===== config.mk =====
export PLATFORM = sky130hd
export DESIGN_NAME = flow_key_extractor
export DESIGN_NICKNAME = d
export VERILOG_FILES = /design/src/rtl/fke_pkg.sv /design/src/rtl/fke_parser.sv /design/src/rtl/fke_queue.sv /design/src/rtl/fke_output.sv /design/src/rtl/flow_key_extractor.sv
export SDC_FILE = /design/constraint.sdc
export NUM_CORES = 2
export LEC_CHECK = 0
export CORE_AREA = 2 2 433 435
export DETAILED_ROUTE_END_ITERATION = 16
export DIE_AREA = 0 0 435 437
export DONT_BUFFER_PORTS = 1
export RECOVER_POWER = 25
export SYNTH_ARGS = -nofsm -noshare
export SYNTH_HDL_FRONTEND = slang
export SYNTH_SLANG_ARGS = --single-unit
export TNS_END_PERCENT = 50

===== constraint.sdc =====
create_clock -name i_clk -period 28.8 [get_ports i_clk]
set_clock_uncertainty 0.2 [all_clocks]
set_input_delay 1.44 -clock i_clk [delete_from_list [all_inputs] [get_ports i_clk]]
set_output_delay 1.44 -clock i_clk [all_outputs]
set_load 0.01 [all_outputs]

===== src/rtl/fke_pkg.sv =====
// ----------------------------------------------------------------------------
// fke_pkg
// Shared types and constants of the flow key extractor.
// ----------------------------------------------------------------------------
package fke_pkg;

    localparam logic [15:0] ETH_TYPE_IPV4 = 16'h0800;
    localparam logic [15:0] ETH_TYPE_IPV6 = 16'h86DD;
    localparam logic [7:0]  NH_IPV4       = 8'd4;
    localparam logic [7:0]  PROTO_TCP     = 8'd6;
    localparam logic [7:0]  PROTO_UDP     = 8'd17;
    localparam logic [7:0]  NH_IPV6       = 8'd41;

    localparam logic [5:0]  IPV4_MIN_HDR_LEN = 6'd20;
    localparam logic [5:0]  IPV6_HDR_LEN     = 6'd40;

    localparam logic [7:0]  ETHER_KEY_V4 = ETH_TYPE_IPV4[15:8];
    localparam logic [7:0]  ETHER_KEY_V6 = ETH_TYPE_IPV6[15:8];
    localparam logic [5:0]  KEY_LEN_V4   = 6'd13;
    localparam logic [5:0]  KEY_LEN_V6   = 6'd37;

    typedef enum logic [1:0] {
        ST_OK       = 2'd0,
        ST_NO_L3    = 2'd1,
        ST_NO_L4    = 2'd2,
        ST_TRUNC    = 2'd3
    } t_status;

    // parse outcome of one frame, queued between parser and output stage
    typedef struct packed {
        t_status      status;
        logic         is_v6;
        logic [63:0]  src_hi;
        logic [63:0]  src_lo;
        logic [63:0]  dst_hi;
        logic [63:0]  dst_lo;
        logic [15:0]  src_port;
        logic [15:0]  dst_port;
    } t_record;

endpackage


===== src/rtl/fke_parser.sv =====
// ----------------------------------------------------------------------------
// fke_parser
// Byte-wide header walker: tracks offsets through Ethernet, IPv4/IPv6 and
// tunnels, captures outer addresses and inner ports, emits a record per frame.
// ----------------------------------------------------------------------------
module fke_parser #(
    parameter int MAX_NEST     = 4,
    parameter int OFFSET_WIDTH = 11
) (
    input  logic             i_clk,
    input  logic             i_rst_n,
    input  logic             i_accept,
    input  logic [7:0]       i_data_byte,
    input  logic             i_last_byte,
    output logic             o_rec_valid,
    output fke_pkg::t_record o_rec
);
    import fke_pkg::*;

    localparam int NW = (MAX_NEST > 1) ? $clog2(MAX_NEST) : 1;
    localparam int OW = OFFSET_WIDTH;
    localparam logic [OW-1:0] OFF_MAX = {OW{1'b1}};

    typedef enum logic [2:0] {
        PH_ETH, PH_V4, PH_V6, PH_L4, PH_DONE, PH_ERR
    } t_phase;

    t_phase           r_phase, n_phase;
    logic [OW-1:0]    r_off, n_off;
    logic [OW-1:0]    r_hstart, n_hstart;
    logic [5:0]       r_hlen, n_hlen;
    logic [7:0]       r_nproto, n_nproto;
    logic [NW-1:0]    r_nest, n_nest;
    logic [3:0][63:0] r_addr, n_addr;
    logic [1:0][15:0] r_port, n_port;
    logic             r_v6, n_v6;
    t_status          r_err, n_err;

    logic [OW-1:0] rel;
    logic [OW-1:0] rel_m8;
    logic          outer;
    logic          tunnel_ok;
    logic          proto_l4;
    logic [5:0]    ihl_len;

    assign rel       = r_off - r_hstart;
    assign rel_m8    = rel - OW'(8);
    assign outer     = (r_nest == '0);
    assign tunnel_ok = (int'(r_nest) + 1 < MAX_NEST);
    assign proto_l4  = (r_nproto == PROTO_TCP) || (r_nproto == PROTO_UDP);
    assign ihl_len   = (i_data_byte[3:0] < 4'd5) ? IPV4_MIN_HDR_LEN
                                                 : {i_data_byte[3:0], 2'b00};

    always_comb begin
        n_phase  = r_phase;
        n_hstart = r_hstart;
        n_hlen   = r_hlen;
        n_nproto = r_nproto;
        n_nest   = r_nest;
        n_addr   = r_addr;
        n_port   = r_port;
        n_v6     = r_v6;
        n_err    = r_err;
        n_off    = (r_off != OFF_MAX) ? r_off + OW'(1) : r_off;

        if (r_phase != PH_DONE && r_phase != PH_ERR) begin
            if (r_off == OFF_MAX) begin
                n_phase = PH_ERR;
                n_err   = ST_TRUNC;
            end else begin
                unique case (r_phase)
                    PH_ETH: begin
                        if (rel == OW'(12)) begin
                            n_nproto = i_data_byte;
                        end else if (rel == OW'(13)) begin
                            n_hstart = r_off + OW'(1);
                            if ({r_nproto, i_data_byte} == ETH_TYPE_IPV4) begin
                                n_phase = PH_V4;
                                n_hlen  = IPV4_MIN_HDR_LEN;
                            end else if ({r_nproto, i_data_byte} == ETH_TYPE_IPV6) begin
                                n_phase = PH_V6;
                                n_hlen  = IPV6_HDR_LEN;
                                n_v6    = 1'b1;
                            end else begin
                                n_phase = PH_ERR;
                                n_err   = ST_NO_L3;
                            end
                        end
                    end
                    PH_V4, PH_V6: begin
                        if (r_phase == PH_V4) begin
                            if (rel == '0) begin
                                n_hlen = ihl_len;
                            end
                            if (rel == OW'(9)) begin
                                n_nproto = i_data_byte;
                            end
                            if (outer && rel >= OW'(12) && rel < OW'(16)) begin
                                n_addr[1] = {r_addr[1][55:0], i_data_byte};
                            end
                            if (outer && rel >= OW'(16) && rel < OW'(20)) begin
                                n_addr[3] = {r_addr[3][55:0], i_data_byte};
                            end
                        end else begin
                            if (rel == OW'(6)) begin
                                n_nproto = i_data_byte;
                            end
                            if (outer && rel >= OW'(8) && rel < OW'(40)) begin
                                n_addr[rel_m8[4:3]] = {r_addr[rel_m8[4:3]][55:0],
                                                       i_data_byte};
                            end
                        end
                        if ({1'b0, rel} + (OW+1)'(1) == (OW+1)'(r_hlen)) begin
                            n_hstart = r_off + OW'(1);
                            if (proto_l4) begin
                                n_phase = PH_L4;
                                n_hlen  = IPV4_MIN_HDR_LEN;
                            end else if (r_nproto == NH_IPV4
                                         || (r_phase == PH_V6 && r_nproto == NH_IPV6)) begin
                                if (tunnel_ok) begin
                                    n_nest  = r_nest + NW'(1);
                                    n_phase = (r_nproto == NH_IPV4) ? PH_V4 : PH_V6;
                                    n_hlen  = (r_nproto == NH_IPV4) ? IPV4_MIN_HDR_LEN
                                                                    : IPV6_HDR_LEN;
                                end else begin
                                    n_phase  = PH_ERR;
                                    n_err    = ST_NO_L4;
                                    n_hstart = r_hstart;
                                end
                            end else begin
                                n_phase  = PH_ERR;
                                n_err    = ST_NO_L4;
                                n_hstart = r_hstart;
                            end
                        end
                    end
                    PH_L4: begin
                        if (rel < OW'(4)) begin
                            n_port[rel[1]] = {r_port[rel[1]][7:0], i_data_byte};
                            if (rel == OW'(3)) begin
                                n_phase = PH_DONE;
                            end
                        end
                    end
                    default: ;
                endcase
            end
        end
    end

    always_comb begin
        o_rec_valid     = i_accept && i_last_byte;
        o_rec.is_v6     = n_v6;
        o_rec.src_hi    = n_addr[0];
        o_rec.src_lo    = n_addr[1];
        o_rec.dst_hi    = n_addr[2];
        o_rec.dst_lo    = n_addr[3];
        o_rec.src_port  = n_port[0];
        o_rec.dst_port  = n_port[1];
        priority if (n_phase == PH_DONE) begin
            o_rec.status = ST_OK;
        end else if (n_phase == PH_ERR) begin
            o_rec.status = n_err;
        end else begin
            o_rec.status = ST_TRUNC;
        end
    end

    always_ff @(posedge i_clk) begin
        if (!i_rst_n || (i_accept && i_last_byte)) begin
            r_phase  <= PH_ETH;
            r_off    <= '0;
            r_hstart <= '0;
            r_hlen   <= '0;
            r_nproto <= '0;
            r_nest   <= '0;
            r_addr   <= '0;
            r_port   <= '0;
            r_v6     <= 1'b0;
            r_err    <= ST_OK;
        end else if (i_accept) begin
            r_phase  <= n_phase;
            r_off    <= n_off;
            r_hstart <= n_hstart;
            r_hlen   <= n_hlen;
            r_nproto <= n_nproto;
            r_nest   <= n_nest;
            r_addr   <= n_addr;
            r_port   <= n_port;
            r_v6     <= n_v6;
            r_err    <= n_err;
        end
    end

endmodule


===== src/rtl/fke_queue.sv =====
// ----------------------------------------------------------------------------
// fke_queue
// Small record queue between the parser and the output stage.
// ----------------------------------------------------------------------------
module fke_queue #(
    parameter int DEPTH = 4
) (
    input  logic             i_clk,
    input  logic             i_rst_n,
    input  logic             i_wr,
    input  fke_pkg::t_record i_wr_rec,
    input  logic             i_rd,
    output logic             o_full,
    output logic             o_nonempty,
    output fke_pkg::t_record o_rd_rec
);
    import fke_pkg::*;

    localparam int PW = $clog2(DEPTH);
    localparam int CW = $clog2(DEPTH + 1);
    localparam logic [PW-1:0] LAST_PTR = PW'(DEPTH - 1);

    t_record       r_mem [DEPTH];
    logic [PW-1:0] r_wptr, r_rptr;
    logic [CW-1:0] r_count;
    logic          wr_en, rd_en;

    assign o_full     = (r_count == CW'(DEPTH));
    assign o_nonempty = (r_count != '0);
    assign wr_en      = i_wr && !o_full;
    assign rd_en      = i_rd && o_nonempty;
    assign o_rd_rec   = r_mem[r_rptr];

    always_ff @(posedge i_clk) begin
        if (wr_en) begin
            r_mem[r_wptr] <= i_wr_rec;
        end
    end

    always_ff @(posedge i_clk) begin
        if (!i_rst_n) begin
            r_wptr  <= '0;
            r_rptr  <= '0;
            r_count <= '0;
        end else begin
            if (wr_en) begin
                r_wptr <= (r_wptr == LAST_PTR) ? '0 : r_wptr + PW'(1);
            end
            if (rd_en) begin
                r_rptr <= (r_rptr == LAST_PTR) ? '0 : r_rptr + PW'(1);
            end
            if (wr_en && !rd_en) begin
                r_count <= r_count + CW'(1);
            end else if (rd_en && !wr_en) begin
                r_count <= r_count - CW'(1);
            end
        end
    end

endmodule


===== src/rtl/fke_output.sv =====
// ----------------------------------------------------------------------------
// fke_output
// Builds the flow key from a queued record and holds it until popped.
// ----------------------------------------------------------------------------
module fke_output (
    input  logic             i_clk,
    input  logic             i_rst_n,
    input  logic             i_rec_valid,
    input  fke_pkg::t_record i_rec,
    output logic             o_rec_take,
    input  logic             pop,
    output logic             empty,
    output logic [1:0]       o_status,
    output logic             o_is_ipv6,
    output logic [7:0]       o_ether_key_byte,
    output logic [63:0]      o_source_high,
    output logic [63:0]      o_source_low,
    output logic [63:0]      o_dest_high,
    output logic [63:0]      o_dest_low,
    output logic [15:0]      o_source_port,
    output logic [15:0]      o_dest_port,
    output logic [5:0]       o_key_length
);
    import fke_pkg::*;

    logic r_valid;
    logic ok;

    assign empty      = !r_valid;
    assign o_rec_take = i_rec_valid && (!r_valid || pop);
    assign ok         = (i_rec.status == ST_OK);

    always_ff @(posedge i_clk) begin
        if (!i_rst_n) begin
            r_valid <= 1'b0;
        end else if (o_rec_take) begin
            r_valid <= 1'b1;
        end else if (pop) begin
            r_valid <= 1'b0;
        end
    end

    // error results carry a status and nothing else
    always_ff @(posedge i_clk) begin
        if (o_rec_take) begin
            o_status         <= i_rec.status;
            o_is_ipv6        <= ok && i_rec.is_v6;
            o_ether_key_byte <= !ok ? 8'd0 : (i_rec.is_v6 ? ETHER_KEY_V6 : ETHER_KEY_V4);
            o_key_length     <= !ok ? 6'd0 : (i_rec.is_v6 ? KEY_LEN_V6 : KEY_LEN_V4);
            o_source_high    <= ok ? i_rec.src_hi : 64'd0;
            o_source_low     <= ok ? i_rec.src_lo : 64'd0;
            o_dest_high      <= ok ? i_rec.dst_hi : 64'd0;
            o_dest_low       <= ok ? i_rec.dst_lo : 64'd0;
            o_source_port    <= ok ? i_rec.src_port : 16'd0;
            o_dest_port      <= ok ? i_rec.dst_port : 16'd0;
        end
    end

endmodule


===== src/rtl/flow_key_extractor.sv =====
// ----------------------------------------------------------------------------
// flow_key_extractor
// Five-tuple flow key extraction from a byte-serial Ethernet frame.
// ----------------------------------------------------------------------------
// Takes one frame byte per clock while full is low, with no gaps required;
// every byte is handled in the cycle it is accepted, so frames stream back to
// back at one byte per cycle. The byte flagged last produces one key item (or
// an error status) that is written to a QUEUE_DEPTH-entry queue at the edge
// that accepts that byte and passes from the queue into the output register,
// which drives the result ports, once that register is free. full rises only
// when the queue holds QUEUE_DEPTH undelivered items and the output register
// is also occupied. Offsets are tracked in OFFSET_WIDTH bits; a frame that
// outruns that range before its ports are seen reports truncated. Tunnels are
// followed up to MAX_NEST network headers in total.
module flow_key_extractor #(
    parameter int MAX_NEST     = 4,
    parameter int OFFSET_WIDTH = 11,
    parameter int QUEUE_DEPTH  = 4
) (
    input  logic        i_clk,
    input  logic        i_rst_n,
    input  logic        push,
    output logic        full,
    input  logic [7:0]  i_data_byte,
    input  logic        i_last_byte,
    output logic        empty,
    input  logic        pop,
    output logic [1:0]  o_status,
    output logic        o_is_ipv6,
    output logic [7:0]  o_ether_key_byte,
    output logic [63:0] o_source_high,
    output logic [63:0] o_source_low,
    output logic [63:0] o_dest_high,
    output logic [63:0] o_dest_low,
    output logic [15:0] o_source_port,
    output logic [15:0] o_dest_port,
    output logic [5:0]  o_key_length
);
    import fke_pkg::*;

    logic    accept;
    logic    parse_rec_valid;
    t_record parse_rec;
    logic    q_nonempty;
    t_record q_rec;
    logic    q_take;

    assign accept = push && !full;

    fke_parser #(
        .MAX_NEST     (MAX_NEST),
        .OFFSET_WIDTH (OFFSET_WIDTH)
    ) u_parser (
        .i_clk       (i_clk),
        .i_rst_n     (i_rst_n),
        .i_accept    (accept),
        .i_data_byte (i_data_byte),
        .i_last_byte (i_last_byte),
        .o_rec_valid (parse_rec_valid),
        .o_rec       (parse_rec)
    );

    fke_queue #(
        .DEPTH (QUEUE_DEPTH)
    ) u_queue (
        .i_clk      (i_clk),
        .i_rst_n    (i_rst_n),
        .i_wr       (parse_rec_valid),
        .i_wr_rec   (parse_rec),
        .i_rd       (q_take),
        .o_full     (full),
        .o_nonempty (q_nonempty),
        .o_rd_rec   (q_rec)
    );

    fke_output u_output (
        .i_clk            (i_clk),
        .i_rst_n          (i_rst_n),
        .i_rec_valid      (q_nonempty),
        .i_rec            (q_rec),
        .o_rec_take       (q_take),
        .pop              (pop),
        .empty            (empty),
        .o_status         (o_status),
        .o_is_ipv6        (o_is_ipv6),
        .o_ether_key_byte (o_ether_key_byte),
        .o_source_high    (o_source_high),
        .o_source_low     (o_source_low),
        .o_dest_high      (o_dest_high),
        .o_dest_low       (o_dest_low),
        .o_source_port    (o_source_port),
        .o_dest_port      (o_dest_port),
        .o_key_length     (o_key_length)
    );

endmodule


==> impl_metrics.yaml <==
outcome:
  outcome: "finished with violations"
  failed_checks: "max-capacitance violations, max-slew violations"
pwr:
  p_sw_frac: 0.2852
  p_clk_frac: 0.323
  p_sw_mw: 1.993
  power_mw: 6.988
  peakVddDrop_mv: 0.06529
  p_per_area_nw_per_um2: 85.18
  p_leak_nw: 27.60
  power_frac_comb: 0.173
  p_seq_frac: 0.504
  internal-power_mw: 4.995
yosys:
  synthesis.area_um2: 73960
  synth.area.top_cells: "edfxtp_1 59%, mux4_2 10%, dfxtp_1 9.3%, nor2b_1 2.5%, mux2_2 2.4%"
  ys.flop_type: "edfxtp_1"
  ys_warn_count: 0
  async_flop_share: 0
  synthDominantCellAreaShare: 0.5920
  synth.avg_cell_area_um2: 15.85
  synth.largest_area_cell: "edfxtp_1"
  ys_ff_latch: 1800
  ys_seq_area_frac: 0.6846
  ys_types: 85
  netlist_instances: 4667
  synth_edf_count: 1458
worst_setup_path:
  crit_path_max_incr_delay_ps: 5620
  regToRegSetupSlack_ps: 16810
  path_max_fanout: 113
  crit_type: "flip-flop to flip-flop"
  rr_worst_depth: 6
  cpMaxStageDelayCell: "clkbuf_1"
  cp.arrival_ps: 12240
  cp-end-kind: "flip-flop"
  crit_path_frequent_cell: "clkbuf_1"
  crit_chain: "nor3b_1 > nor2b_4 > clkbuf_1 > and3_1 > clkbuf_1 > buf_4"
  rr_startpoint: "u_queue.r_count[0]"
  cp_num_buf_inv: 3
  worst_setup_path_start_kind: "flip-flop"
  cp_top_family: "buffers and inverters"
  reg2reg_to: "u_queue.r_mem[3][117]"
  cp_data_required_time_ps: 29040
detailed_routing:
  wl_um: 187300
  firstDrtPassIters: 5
  post_drt_wl_per_cell_um: 25.86
  drtIter0Drc: 4164
  via_count: 40750
  routed_via_density: 5.626
  drc: 0
  ant_nets: 0
cts:
  postCtsHoldBufs: 0
  ctsRootBufferMaster: "clkbuf_16"
  htreeDepth: 4
  cts_tree: "yes"
  cts_setup_buffers: 0
  cts.sinks: 1800
  clk_pin_slew_ps: 60
  clock_latency_ps: 830
  numCtsBuffers: 185
  clockBufferDepth: 3
  post_cts_resized: 0
hold_path:
  hold_class: "flip-flop to flip-flop"
  holdPathEnd: "u_parser.r_port[14]"
  min_from: "u_parser.r_port[14]"
  whs_path_depth: 2
die:
  row_count: 158
  ios: 320
  start_util: 0.3997
  die_w_um: 435
  core_area_um2: 185000
  die_h_um: 437
  dieArea_um2: 190100
grt:
  grt_usage: 0.1931
  grt_max_degree: 114
  grt_pass1_wl_um: 275500
  antenna_found_initial: 5
  grt_remaining_overflow: 0
  grt_pass1_vias: 39960
final_layout:
  seqCellArea_um2: 50630
  multiInputGateArea_um2: 21920
  fillers: 16210
  final_util: 0.4433
  layout-drive-gt1-share: 0.1908
  nets: 4649
  fin_area_um2: 82040
  area_growth_pct: 10.92
sta:
  fin_setup_tns_ps: 0
  relSlewSlack: -4.416
  period_share: 0.4164
  fmax_ghz: 0.08338
  rsz0062_at_grt: "false"
  worst_pin_slew_ps: 8124
  slew_violations: 826
  fin_hold_ws_ps: 250.2
  min_period_ps: 11990
  setup_viol: 0
  final_hold_viol_count: 0
job:
  maxCapViolations: 14
place:
  numPortBuffers: 0
  hpwlAfterDp_um: 115500
  place_congestion: 0.8449
  place_area_um2: 76440
synth_stat cells, types with 6 or more instances:
master and number:
nor3_1 77, buf_4 14, dfxtp_1 342, clkbuf_1 223
nand2b_1 70, a211oi_1 25, a31oi_1 6, inv_1 46
mux4_2 340, buf_1 25, o211a_1 59, nor4_1 10
nand4_1 12, a21oi_1 186, o21a_1 11, nor2b_1 299
xnor2_1 11, a22o_1 100, mux2_2 159, nor2_1 163
edfxtp_1 1458, buf_2 58, and2_1 8, ha_1 30
or3_1 54, o21ai_0 101, mux2i_1 100, nand3_1 34
and3_1 63, nand2_1 409, o221a_2 56, xor2_1 18
cell usage in the layout (no fill, tap or decap), types with 29 or more instances in the layout:
master,instances
o211a_1,59
nor3_1,77
and3_1,62
edfxtp_1,1458
ha_1,29
a21oi_1,186
clkbuf_1,68
a22o_1,100
nor2_1,159
inv_1,46
mux2_2,159
mux4_2,340
o21ai_0,101
or3_1,54
o221a_2,56
clkbuf_16,187
dfxtp_1,341
nand2b_1,69
nor2b_1,297
buf_4,61
mux2i_1,100
nand3_1,32
nand2_1,409
clkinv_1,32
per-stage QoR:
stage	std cells	setup slack, ps
6_report	7242	16810
5_1_grt	7241	15910
4_1_cts	7239	22600
3_5_place_dp	6897	22660
3_3_place_gp	6897	22710
2_1_floorplan	4672	10080
power groups by stage:
stage	combinational, mW	sequential [mW]	clock (mW)
after global routing	1.30	3.56	2.41
after CTS	1.25	3.52	2.31
final	1.21	3.52	2.26
after global placement	1.24	3.57	0
after floorplan	0.887	3.59	0
after detailed placement	1.24	3.57	0
area by class of cell:
type                    instances  share of cell area
repair buffers                 69            0.006345
flip-flops and latches       1800              0.6172
clock buffers                 257             0.06122
clock inverters                85            0.007977
diodes                          3          0.00009151
multi-input cells            2502              0.2672
inverters                      46            0.002105
well taps                    2480             0.03782
cells by family after synthesis:
family,after synthesis,synth area share
compound gates,592,0.05762
xor+xnor,33,0.004568
fa+ha+maj,32,0.005617
buf+inv,370,0.02079
flops,1800,0.6846
mux,604,0.1420
other cells,1,0.00005070
simple gates,1235,0.08476
state kept, by name, summed over array words and instances (netlist names), 3 cells and up, named ones only:
signal and flops:
u_output.o_source_high 64, u_parser.r_port 32, u_output.o_dest_low 64, u_parser.r_hlen 6, u_output.o_dest_high 64, u_parser.r_addr 256
u_queue.r_count 3, u_parser.r_off 11, u_output.o_dest_port 16, u_output.o_source_port 16, u_parser.r_hstart 11, u_queue.r_mem 1164
u_parser.r_nproto 8, u_parser.r_phase 3, u_output.o_source_low 64
worst max-delay path by stage:
stage                       start  cells after the start                    end  slack, ps
5_1_grt        u_queue.r_count[0]                      6  u_queue.r_mem[3][117]      15910
6_report       u_queue.r_count[0]                      6  u_queue.r_mem[3][117]      16810
4_1_cts         u_parser.r_off[0]                     17   u_queue.r_mem[0][32]      22600
2_1_floorplan                 pop                      9     u_queue.r_count[2]      10080
3_5_place_dp    u_parser.r_off[0]                     17   u_queue.r_mem[0][35]      22660
3_3_place_gp    u_parser.r_off[0]                     17   u_queue.r_mem[0][37]      22710
worst register-to-register path: stages (launching register included):
cell and delay [ps]:
dfxtp_1 420, nor3b_1 180, nor2b_4 140, clkbuf_1 1790, and3_1 1720, clkbuf_1 5630
buf_4 1490
layer usage:
metal  GRT usage  part of all wire  wire, µm  vias up
met2      0.3094              0.48     89400     1428
met5           0                 0         0        -
met1      0.2662              0.43     80630    21180
met4     0.06636             0.032      5906        0
met3     0.03384             0.061     11360      299
li1            -                 -         -    17840
Note: power is estimated with default switching activity, not from simulation.
